[src/rtl/core/wls_pkg.sv]
// wls_pkg: widths, register map, step codes and microcode ROM for the
// rolling-window latency statistics block. No dependencies.

package wls_pkg;

   localparam int SAMPLE_W         = 20;
   localparam int RATE_W           = 27;
   localparam int FILL_W           = 7;
   localparam int LEN_W            = 7;
   localparam int APB_ADDR_W       = 3;
   localparam int APB_DATA_W       = 32;
   localparam int WINDOW_DEPTH_DEF = 32;

   localparam logic [LEN_W-1:0]  WINDOW_LEN_RST = 7'd30;
   localparam logic [RATE_W-1:0] CENTI_FPS_US   = 27'd100000000;

   // word select, paddr[2]
   localparam logic REG_WINDOW_LEN = 1'b0;

   typedef enum logic [3:0] {
      STEP_IDLE,
      STEP_EVICT,
      STEP_INSERT,
      STEP_MEAN_LOAD,
      STEP_MEAN_DIV,
      STEP_MEAN_SAVE,
      STEP_RATE_DIV,
      STEP_SCAN,
      STEP_SCAN_TAIL,
      STEP_OUTPUT
   } step_type;

   typedef enum logic [2:0] {
      HOLD_NONE,
      HOLD_NO_REQ,
      HOLD_DIV,
      HOLD_SCAN,
      HOLD_OUT_BUSY
   } hold_type;

   typedef struct packed {
      logic     take_req;    // open the input, latch the beat
      logic     rd_oldest;   // read the slot about to be evicted
      logic     evict;       // drop oldest from sum and count
      logic     insert;      // write sample, bump slot, count, sum
      logic     mean_load;   // divider <- sum / count
      logic     div_step;    // one radix-2 divider step
      logic     mean_save;   // keep mean, divider <- 1e8 / mean, start scan
      logic     scan_rd;     // read next window entry for the max
      logic     out_load;    // load the result register
      hold_type hold;        // stay on this step while the condition holds
      step_type next;
   } ucode_type;

   function automatic ucode_type ucode_rom(input step_type step);
      ucode_type w;
      w      = '0;
      w.hold = HOLD_NONE;
      w.next = STEP_IDLE;
      unique case (step)
         STEP_IDLE: begin
            w.take_req  = 1'b1;
            w.rd_oldest = 1'b1;
            w.hold      = HOLD_NO_REQ;
            w.next      = STEP_EVICT;
         end
         STEP_EVICT: begin
            w.evict = 1'b1;
            w.next  = STEP_INSERT;
         end
         STEP_INSERT: begin
            w.insert = 1'b1;
            w.next   = STEP_MEAN_LOAD;
         end
         STEP_MEAN_LOAD: begin
            w.mean_load = 1'b1;
            w.next      = STEP_MEAN_DIV;
         end
         STEP_MEAN_DIV: begin
            w.div_step = 1'b1;
            w.hold     = HOLD_DIV;
            w.next     = STEP_MEAN_SAVE;
         end
         STEP_MEAN_SAVE: begin
            w.mean_save = 1'b1;
            w.next      = STEP_RATE_DIV;
         end
         STEP_RATE_DIV: begin
            w.div_step = 1'b1;
            w.hold     = HOLD_DIV;
            w.next     = STEP_SCAN;
         end
         STEP_SCAN: begin
            w.scan_rd = 1'b1;
            w.hold    = HOLD_SCAN;
            w.next    = STEP_SCAN_TAIL;
         end
         STEP_SCAN_TAIL: begin
            w.next = STEP_OUTPUT;
         end
         STEP_OUTPUT: begin
            w.out_load = 1'b1;
            w.hold     = HOLD_OUT_BUSY;
            w.next     = STEP_IDLE;
         end
         default: begin
            w.next = STEP_IDLE;
         end
      endcase
      return w;
   endfunction

endpackage

[src/rtl/core/window_latency_statistics.sv]
// window_latency_statistics: top level, microcoded sequencer and datapath.
// Depends on wls_pkg (widths, step codes, microcode ROM).
//
// Each accepted beat adds one 20-bit latency sample to a rolling window of
// the last window_len samples (clamped to 1..WINDOW_DEPTH; a shrunk window
// drops one old sample per new one) and returns one result beat with the
// integer mean, the window maximum, 100000000/mean (0 for a zero mean) and
// the fill count. One item is in flight at a time; from accept to result the
// block runs two radix-2 divisions on one shared divider, whose width is 27
// at the default depth, and a scan of the sample memory at one read per
// cycle. The next beat is taken as soon as the result is in the output
// register, while it waits to be taken. window_len sits at byte address 0
// of the APB port.

module window_latency_statistics #(
   parameter int WINDOW_DEPTH = wls_pkg::WINDOW_DEPTH_DEF
) (
   input  logic                              clock,
   input  logic                              reset,
   // input channel
   input  logic                              req_valid,
   output logic                              req_stall,
   input  logic [wls_pkg::SAMPLE_W-1:0]      req_sample_us,
   // result channel
   output logic                              rsp_valid,
   input  logic                              rsp_stall,
   output logic [wls_pkg::SAMPLE_W-1:0]      rsp_mean_us,
   output logic [wls_pkg::SAMPLE_W-1:0]      rsp_peak_us,
   output logic [wls_pkg::RATE_W-1:0]        rsp_rate_centi_fps,
   output logic [wls_pkg::FILL_W-1:0]        rsp_filled,
   // configuration
   input  logic                              psel,
   input  logic                              penable,
   input  logic                              pwrite,
   input  logic [wls_pkg::APB_ADDR_W-1:0]    paddr,
   input  logic [wls_pkg::APB_DATA_W-1:0]    pwdata,
   output logic [wls_pkg::APB_DATA_W-1:0]    prdata,
   output logic                              pready
);

   localparam int SAMPLE_W = wls_pkg::SAMPLE_W;
   localparam int RATE_W   = wls_pkg::RATE_W;
   localparam int LEN_W    = wls_pkg::LEN_W;
   localparam int ADDR_W   = (WINDOW_DEPTH > 1) ? $clog2(WINDOW_DEPTH) : 1;
   localparam int CNT_W    = $clog2(WINDOW_DEPTH + 1);
   localparam int OLD_W    = CNT_W + 1;
   localparam int SUM_W    = SAMPLE_W + CNT_W;
   localparam int DIV_W    = (SUM_W > RATE_W) ? SUM_W : RATE_W;
   localparam int REM_W    = SAMPLE_W + 1;
   localparam int DCNT_W   = $clog2(DIV_W + 1);

   localparam logic [ADDR_W-1:0] LAST_SLOT = ADDR_W'(WINDOW_DEPTH - 1);

   // ---------------------------------------------------------------- config
   logic [LEN_W-1:0] window_len_ff, window_len_in;
   logic             csr_wr;

   assign pready = 1'b1;
   assign csr_wr = psel & penable & pwrite & pready;
   assign prdata = (paddr[2] == wls_pkg::REG_WINDOW_LEN) ?
                   wls_pkg::APB_DATA_W'(window_len_ff) : '0;

   always_comb begin
      window_len_in = window_len_ff;
      if (csr_wr && paddr[2] == wls_pkg::REG_WINDOW_LEN) begin
         window_len_in = pwdata[LEN_W-1:0];
      end
   end

   // ------------------------------------------------------------- sequencer
   wls_pkg::step_type  step_ff, step_in;
   wls_pkg::ucode_type cw;
   logic               hold_now;
   logic               req_accept;
   logic               rsp_accept;

   logic [DCNT_W-1:0]  div_cnt_ff, div_cnt_in;
   logic [CNT_W-1:0]   scan_left_ff, scan_left_in;
   logic               rsp_valid_ff, rsp_valid_in;

   assign cw         = wls_pkg::ucode_rom(step_ff);
   assign req_stall  = ~cw.take_req;
   assign req_accept = req_valid & ~req_stall;
   assign rsp_accept = rsp_valid_ff & ~rsp_stall;

   always_comb begin
      unique case (cw.hold)
         wls_pkg::HOLD_NO_REQ:   hold_now = ~req_accept;
         wls_pkg::HOLD_DIV:      hold_now = (div_cnt_ff != DCNT_W'(1));
         wls_pkg::HOLD_SCAN:     hold_now = (scan_left_ff != CNT_W'(1));
         wls_pkg::HOLD_OUT_BUSY: hold_now = rsp_valid_ff & rsp_stall;
         default:                hold_now = 1'b0;
      endcase
      step_in = hold_now ? step_ff : cw.next;
   end

   // -------------------------------------------------------------- datapath
   logic [SAMPLE_W-1:0] ring_mem [WINDOW_DEPTH];
   logic [SAMPLE_W-1:0] rd_ff;
   logic                rd_live_ff, rd_live_in;
   logic [ADDR_W-1:0]   rd_addr;
   logic                rd_en;

   logic [SAMPLE_W-1:0] sample_ff;
   logic                evict_ff;
   logic [ADDR_W-1:0]   wslot_ff, wslot_in;
   logic [CNT_W-1:0]    count_ff, count_in;
   logic [SUM_W-1:0]    sum_ff, sum_in;
   logic [ADDR_W-1:0]   scan_addr_ff;

   logic [LEN_W-1:0]    len_eff;
   logic                evict_now;
   logic [OLD_W-1:0]    old_raw;
   logic [ADDR_W-1:0]   oldest_addr;
   logic [ADDR_W-1:0]   wslot_prev;
   logic [ADDR_W-1:0]   scan_prev;

   logic [DIV_W-1:0]    div_quo_ff;
   logic [REM_W-1:0]    div_rem_ff;
   logic [SAMPLE_W-1:0] div_den_ff;
   logic [REM_W-1:0]    rem_shift;
   logic                quo_bit;
   logic [REM_W-1:0]    rem_next;

   logic [SAMPLE_W-1:0] mean_ff;
   logic [SAMPLE_W-1:0] peak_ff;

   logic [SAMPLE_W-1:0] out_mean_ff;
   logic [SAMPLE_W-1:0] out_peak_ff;
   logic [RATE_W-1:0]   out_rate_ff;
   logic [CNT_W-1:0]    out_fill_ff;

   // window length clamped to 1..WINDOW_DEPTH
   always_comb begin
      len_eff = window_len_ff;
      if (window_len_ff == '0) begin
         len_eff = LEN_W'(1);
      end else if (window_len_ff > LEN_W'(WINDOW_DEPTH)) begin
         len_eff = LEN_W'(WINDOW_DEPTH);
      end
   end

   assign evict_now = (LEN_W'(count_ff) >= len_eff);

   // oldest = (wslot - count) mod depth, with count <= depth
   always_comb begin
      old_raw = OLD_W'(wslot_ff) + OLD_W'(WINDOW_DEPTH) - OLD_W'(count_ff);
      if (old_raw >= OLD_W'(WINDOW_DEPTH)) begin
         old_raw = old_raw - OLD_W'(WINDOW_DEPTH);
      end
      oldest_addr = old_raw[ADDR_W-1:0];
   end

   assign wslot_prev = (wslot_ff == '0) ? LAST_SLOT : wslot_ff - ADDR_W'(1);
   assign scan_prev  = (scan_addr_ff == '0) ? LAST_SLOT : scan_addr_ff - ADDR_W'(1);

   assign rd_en   = cw.rd_oldest | cw.scan_rd;
   assign rd_addr = cw.scan_rd ? scan_addr_ff : oldest_addr;

   always_comb begin
      wslot_in = wslot_ff;
      count_in = count_ff;
      sum_in   = sum_ff;
      if (cw.evict && evict_ff) begin
         count_in = count_ff - CNT_W'(1);
         sum_in   = sum_ff - SUM_W'(rd_ff);
      end
      if (cw.insert) begin
         wslot_in = (wslot_ff == LAST_SLOT) ? '0 : wslot_ff + ADDR_W'(1);
         count_in = count_ff + CNT_W'(1);
         sum_in   = sum_ff + SUM_W'(sample_ff);
      end
   end

   // restoring divider, one quotient bit per step
   assign rem_shift = {div_rem_ff[SAMPLE_W-1:0], div_quo_ff[DIV_W-1]};
   assign quo_bit   = (rem_shift >= {1'b0, div_den_ff});
   assign rem_next  = quo_bit ? rem_shift - {1'b0, div_den_ff} : rem_shift;

   always_comb begin
      div_cnt_in = div_cnt_ff;
      if (cw.mean_load || cw.mean_save) begin
         div_cnt_in = DCNT_W'(DIV_W);
      end else if (cw.div_step) begin
         div_cnt_in = div_cnt_ff - DCNT_W'(1);
      end

      scan_left_in = scan_left_ff;
      if (cw.mean_save) begin
         scan_left_in = count_ff;
      end else if (cw.scan_rd) begin
         scan_left_in = scan_left_ff - CNT_W'(1);
      end

      rd_live_in = cw.scan_rd;

      rsp_valid_in = rsp_valid_ff;
      if (cw.out_load && !hold_now) begin
         rsp_valid_in = 1'b1;
      end else if (rsp_accept) begin
         rsp_valid_in = 1'b0;
      end
   end

   // control state
   always_ff @(posedge clock) begin
      if (reset) begin
         step_ff       <= wls_pkg::STEP_IDLE;
         window_len_ff <= wls_pkg::WINDOW_LEN_RST;
         wslot_ff      <= '0;
         count_ff      <= '0;
         sum_ff        <= '0;
         div_cnt_ff    <= '0;
         scan_left_ff  <= '0;
         rd_live_ff    <= 1'b0;
         rsp_valid_ff  <= 1'b0;
      end else begin
         step_ff       <= step_in;
         window_len_ff <= window_len_in;
         wslot_ff      <= wslot_in;
         count_ff      <= count_in;
         sum_ff        <= sum_in;
         div_cnt_ff    <= div_cnt_in;
         scan_left_ff  <= scan_left_in;
         rd_live_ff    <= rd_live_in;
         rsp_valid_ff  <= rsp_valid_in;
      end
   end

   // sample memory, registered read
   always_ff @(posedge clock) begin
      if (cw.insert) begin
         ring_mem[wslot_ff] <= sample_ff;
      end
      if (rd_en) begin
         rd_ff <= ring_mem[rd_addr];
      end
   end

   // payload registers
   always_ff @(posedge clock) begin
      if (req_accept) begin
         sample_ff <= req_sample_us;
         evict_ff  <= evict_now;
      end

      if (cw.mean_load) begin
         div_quo_ff <= DIV_W'(sum_ff);
         div_rem_ff <= '0;
         div_den_ff <= SAMPLE_W'(count_ff);
      end else if (cw.mean_save) begin
         div_quo_ff <= DIV_W'(wls_pkg::CENTI_FPS_US);
         div_rem_ff <= '0;
         div_den_ff <= div_quo_ff[SAMPLE_W-1:0];
      end else if (cw.div_step) begin
         div_quo_ff <= {div_quo_ff[DIV_W-2:0], quo_bit};
         div_rem_ff <= rem_next;
      end

      if (cw.mean_save) begin
         mean_ff      <= div_quo_ff[SAMPLE_W-1:0];
         scan_addr_ff <= wslot_prev;
         peak_ff      <= '0;
      end else begin
         if (cw.scan_rd) begin
            scan_addr_ff <= scan_prev;
         end
         // compare acts on the read data in the cycle after the read
         if (rd_live_ff && rd_ff > peak_ff) begin
            peak_ff <= rd_ff;
         end
      end

      if (cw.out_load && !hold_now) begin
         out_mean_ff <= mean_ff;
         out_peak_ff <= peak_ff;
         out_rate_ff <= (mean_ff == '0) ? '0 : div_quo_ff[RATE_W-1:0];
         out_fill_ff <= count_ff;
      end
   end

   assign rsp_valid          = rsp_valid_ff;
   assign rsp_mean_us        = out_mean_ff;
   assign rsp_peak_us        = out_peak_ff;
   assign rsp_rate_centi_fps = out_rate_ff;
   assign rsp_filled         = wls_pkg::FILL_W'(out_fill_ff);

endmodule
[config.mk]
export PLATFORM = sky130hd
export DESIGN_NAME = window_latency_statistics
export DESIGN_NICKNAME = d
export VERILOG_FILES = /design/src/rtl/core/wls_pkg.sv /design/src/rtl/core/window_latency_statistics.sv
export SDC_FILE = /design/constraint.sdc
export NUM_CORES = 2
export LEC_CHECK = 0
export ABC_AREA = 1
export BUFFER_PORTS_ARGS = -buffer_cell sky130_fd_sc_hd__buf_2
export CAP_MARGIN = 40
export CORE_ASPECT_RATIO = 1.75
export CORE_MARGIN = 2
export CORE_UTILIZATION = 67
export CTS_CLUSTER_DIAMETER = 30
export CTS_CLUSTER_SIZE = 8
export DETAILED_ROUTE_END_ITERATION = 12
export GPL_ROUTABILITY_DRIVEN = 0
export MAX_ROUTING_LAYER = met4
export PLACE_DENSITY_LB_ADDON = 0.2
export SYNTH_ARGS = -nofsm -noshare
export SYNTH_HDL_FRONTEND = slang
export SYNTH_SLANG_ARGS = --single-unit
[constraint.sdc]
create_clock -name clock -period 12.1 [get_ports clock]
set_input_delay 1.21 -clock clock [delete_from_list [all_inputs] [get_ports clock]]
set_output_delay 1.21 -clock clock [all_outputs]
set_load 0.01 [all_outputs]
==> results.json <==
{
  "start_kind": "register",
  "routed_wl_mm": 115,
  "grt-ovfl-total": 0,
  "drive_gt1_share_pct": 9.33,
  "arrival_ps": 4980,
  "clock_latency_ps": 710,
  "ctsLongestPathBuffers": 3,
  "post_cts_buffers": 0,
  "grt_usage_pct": 35.6,
  "grt_max_degree": 136,
  "path_cells": "inv_1 -> ha_1 -> nand2_1 -> nand2_8 -> buf_4 -> buf_16 -> buf_4 -> buf_12 -> nand2_1 -> nand3_1 -> nand3_1 -> nand3_1 -> nand2_1 -> nand2_1 -> nand2_1",
  "h-tree-depth": 4,
  "drt_iter0_markers": 3179,
  "critPathTopFamily": "buffers and inverters",
  "antenna_found_initial": 1,
  "post_cts_resized": 0,
  "synth_seq_cells": 927,
  "synth_edf_count": 811,
  "ctsHoldBuffers": 0,
  "ys_types": 51,
  "fin_crit_ps": 4540,
  "cts_made_buffers": 147,
  "crit_cells": 15,
  "drtAntennaViolNets": 0,
  "status": "finished clean",
  "num_rows": 123,
  "mostFrequentLayoutCell": "nand2_1",
  "dieArea_sq_um": 66800,
  "ys_warn_count": 0,
  "vias": 32600,
  "setup_ws_ps": 7560,
  "crit_type": "reg -> reg",
  "fill_cells": 4082,
  "core_area_sq_um": 64200,
  "syn2layout_area_growth_pct": 13.3,
  "finalMaxSlewViolations": 0,
  "die_w_um": 196,
  "syn_avg_cell_area_sq_um": 9.54,
  "io_buffers": 116,
  "cpMostUsedCell": "nand2_1",
  "drc": 0,
  "fmax_mhz": 220,
  "syn_inst": 4541,
  "grt_first_pass_wirelength_mm": 173,
  "worst_slew_pin_slew_ps": 948,
  "setup_viol": 0,
  "dp_hpwl_mm": 70.1,
  "crit_fanout": 135,
  "die_h_um": 340,
  "rsz0062_at_grt": "no",
  "r2r_cells": 15,
  "via_per_inst": 5.84,
  "cap_viol_max_count": 0,
  "dp_slack_ps": 7670,
  "max_stage_delay_ps": 600,
  "clock-root-buffer": "clkbuf_16",
  "placed_area_sq_um": 44800,
  "cts_tree": "built",
  "stdcell_area_sq_um": 49100,
  "clk_pin_slew_ps": 50,
  "ys_seq_area_share_pct": 61.6,
  "synth_ff_type": "edfxtp_1",
  "cts_num_sinks": 927,
  "layout_common_cells": "nand2_1 (1242), edfxtp_1 (811), inv_1 (802), nand3_1 (626), clkbuf_16 (153)",
  "relSlewSlack_pct": 36.8,
  "fin_crit_sh_pct": 37.5,
  "skew_ps": 26.5,
  "grt_pass1_vias": 32500,
  "hold_depth": 0,
  "ys_async_sr_fraction_pct": 0,
  "final-hold-violation-count": 0,
  "initial_core_util_pct": 67.5,
  "final_util_pct": 76.5,
  "critPathCaptureType": "register",
  "slowest_stage": "nand2_8",
  "wire_per_inst_um": 20.5,
  "first_pass_iters": 7,
  "cp.required_ps": 12540,
  "layout.nets": 4868,
  "ios": 171,
  "totalNegativeSetupSlack_ps": 0,
  "path_buf_inv": 5,
  "synth_area_sq_um": 43300,
  "hold_class": "reg -> reg"
}
kinds of logic after synthesis:
| kind of cell | share of synthesized area [%] |
|---|---|
| AND/OR/NAND/NOR | 20.7 |
| buffers and inverters | 9.69 |
| flip-flops | 61.6 |
| AO/OA/AOI/OAI | 4.29 |
| adder cells (fa/ha/maj) | 2.84 |
| XOR/XNOR | 0.890 |
| other | 0.0173 |
| multiplexers | 0.0231 |
layer usage:
| layer | GRT usage, % | vias up | routed length, um |
|---|---|---|---|
| met4 | 28.4 | 0 | 9820 |
| met1 | 35.7 | 15200 | 37000 |
| met3 | 6.23 | 504 | 9290 |
| li1 | - | 15100 | - |
| met2 | 60.7 | 1813 | 58400 |
| met5 | - | - | 0 |
sequential cells by signal, indices dropped and copies added, names as in the netlist, 6 cells and up:
signal	cells
peak_ff	20
mean_ff	20
window_len_ff	7
ring_mem	640
div_rem_ff	20
count_ff	6
out_fill_ff	6
rsp_mean_us	20
scan_left_ff	6
sum_ff	26
rd_ff	20
rsp_rate_centi_fps	27
div_quo_ff	27
sample_ff	20
rsp_peak_us	20
div_den_ff	20
layout make-up:
class	count	area [sq um]	share of cell area, %
diodes	1	2.50	0.00510
clock buffers	192	4020	8.18
clock inverters	25	263	0.535
inverters	810	3040	6.20
multi-input cells	2617	12700	25.8
flip-flops and latches	927	26700	54.3
well taps	812	1020	2.07
repair buffers	207	1400	2.85
Yosys cell counts, types with 7 or more instances:
master    instances  area [sq um]
o21bai_1         14           105
nand2_1        1242          4660
a21oi_1         134           671
edfxtp_1        811         24400
a22o_1            9          78.8
nand4_1          17           106
o21ai_0         115           576
buf_2            77           385
clkbuf_1         69           259
xnor2_1          16           140
buf_4            41           308
o21ai_1          11          55.1
nor2_1          170           638
inv_1           803          3010
buf_6            15           169
o22a_1           11          96.3
nor3_1           21           105
nor4_1           12          75.1
nand3_1         626          3130
nand2_2           7          43.8
xor2_1           28           245
nand3b_1         13          97.6
ha_1             92          1150
dfxtp_1         116          2320
o211ai_1          8          60.1
buf_1            10          37.5
worst paths after layout:
path	start	endpoint	slack, ps
hold / removal	mean_ff[2]$_DFFE_PP_	rsp_mean_us[2]$_DFFE_PP_	450
hold reg to reg	mean_ff[2]$_DFFE_PP_	rsp_mean_us[2]$_DFFE_PP_	450
setup / recovery	wslot_ff[0]$_SDFFE_PP0P_	rd_ff[17]$_DFFE_PP_	7560
setup reg to reg	wslot_ff[0]$_SDFFE_PP0P_	rd_ff[17]$_DFFE_PP_	7560
stage by stage:
step                cells  hold slack (ps)
CTS                  5590              454
detailed placement   5373              434
global route         5591              465
global placement     5363              428
finish               5591              454
floorplan            4566              427
Power is not shown: default switching activity piles up to over one toggle a cycle in this logic, so the estimate is an artifact.
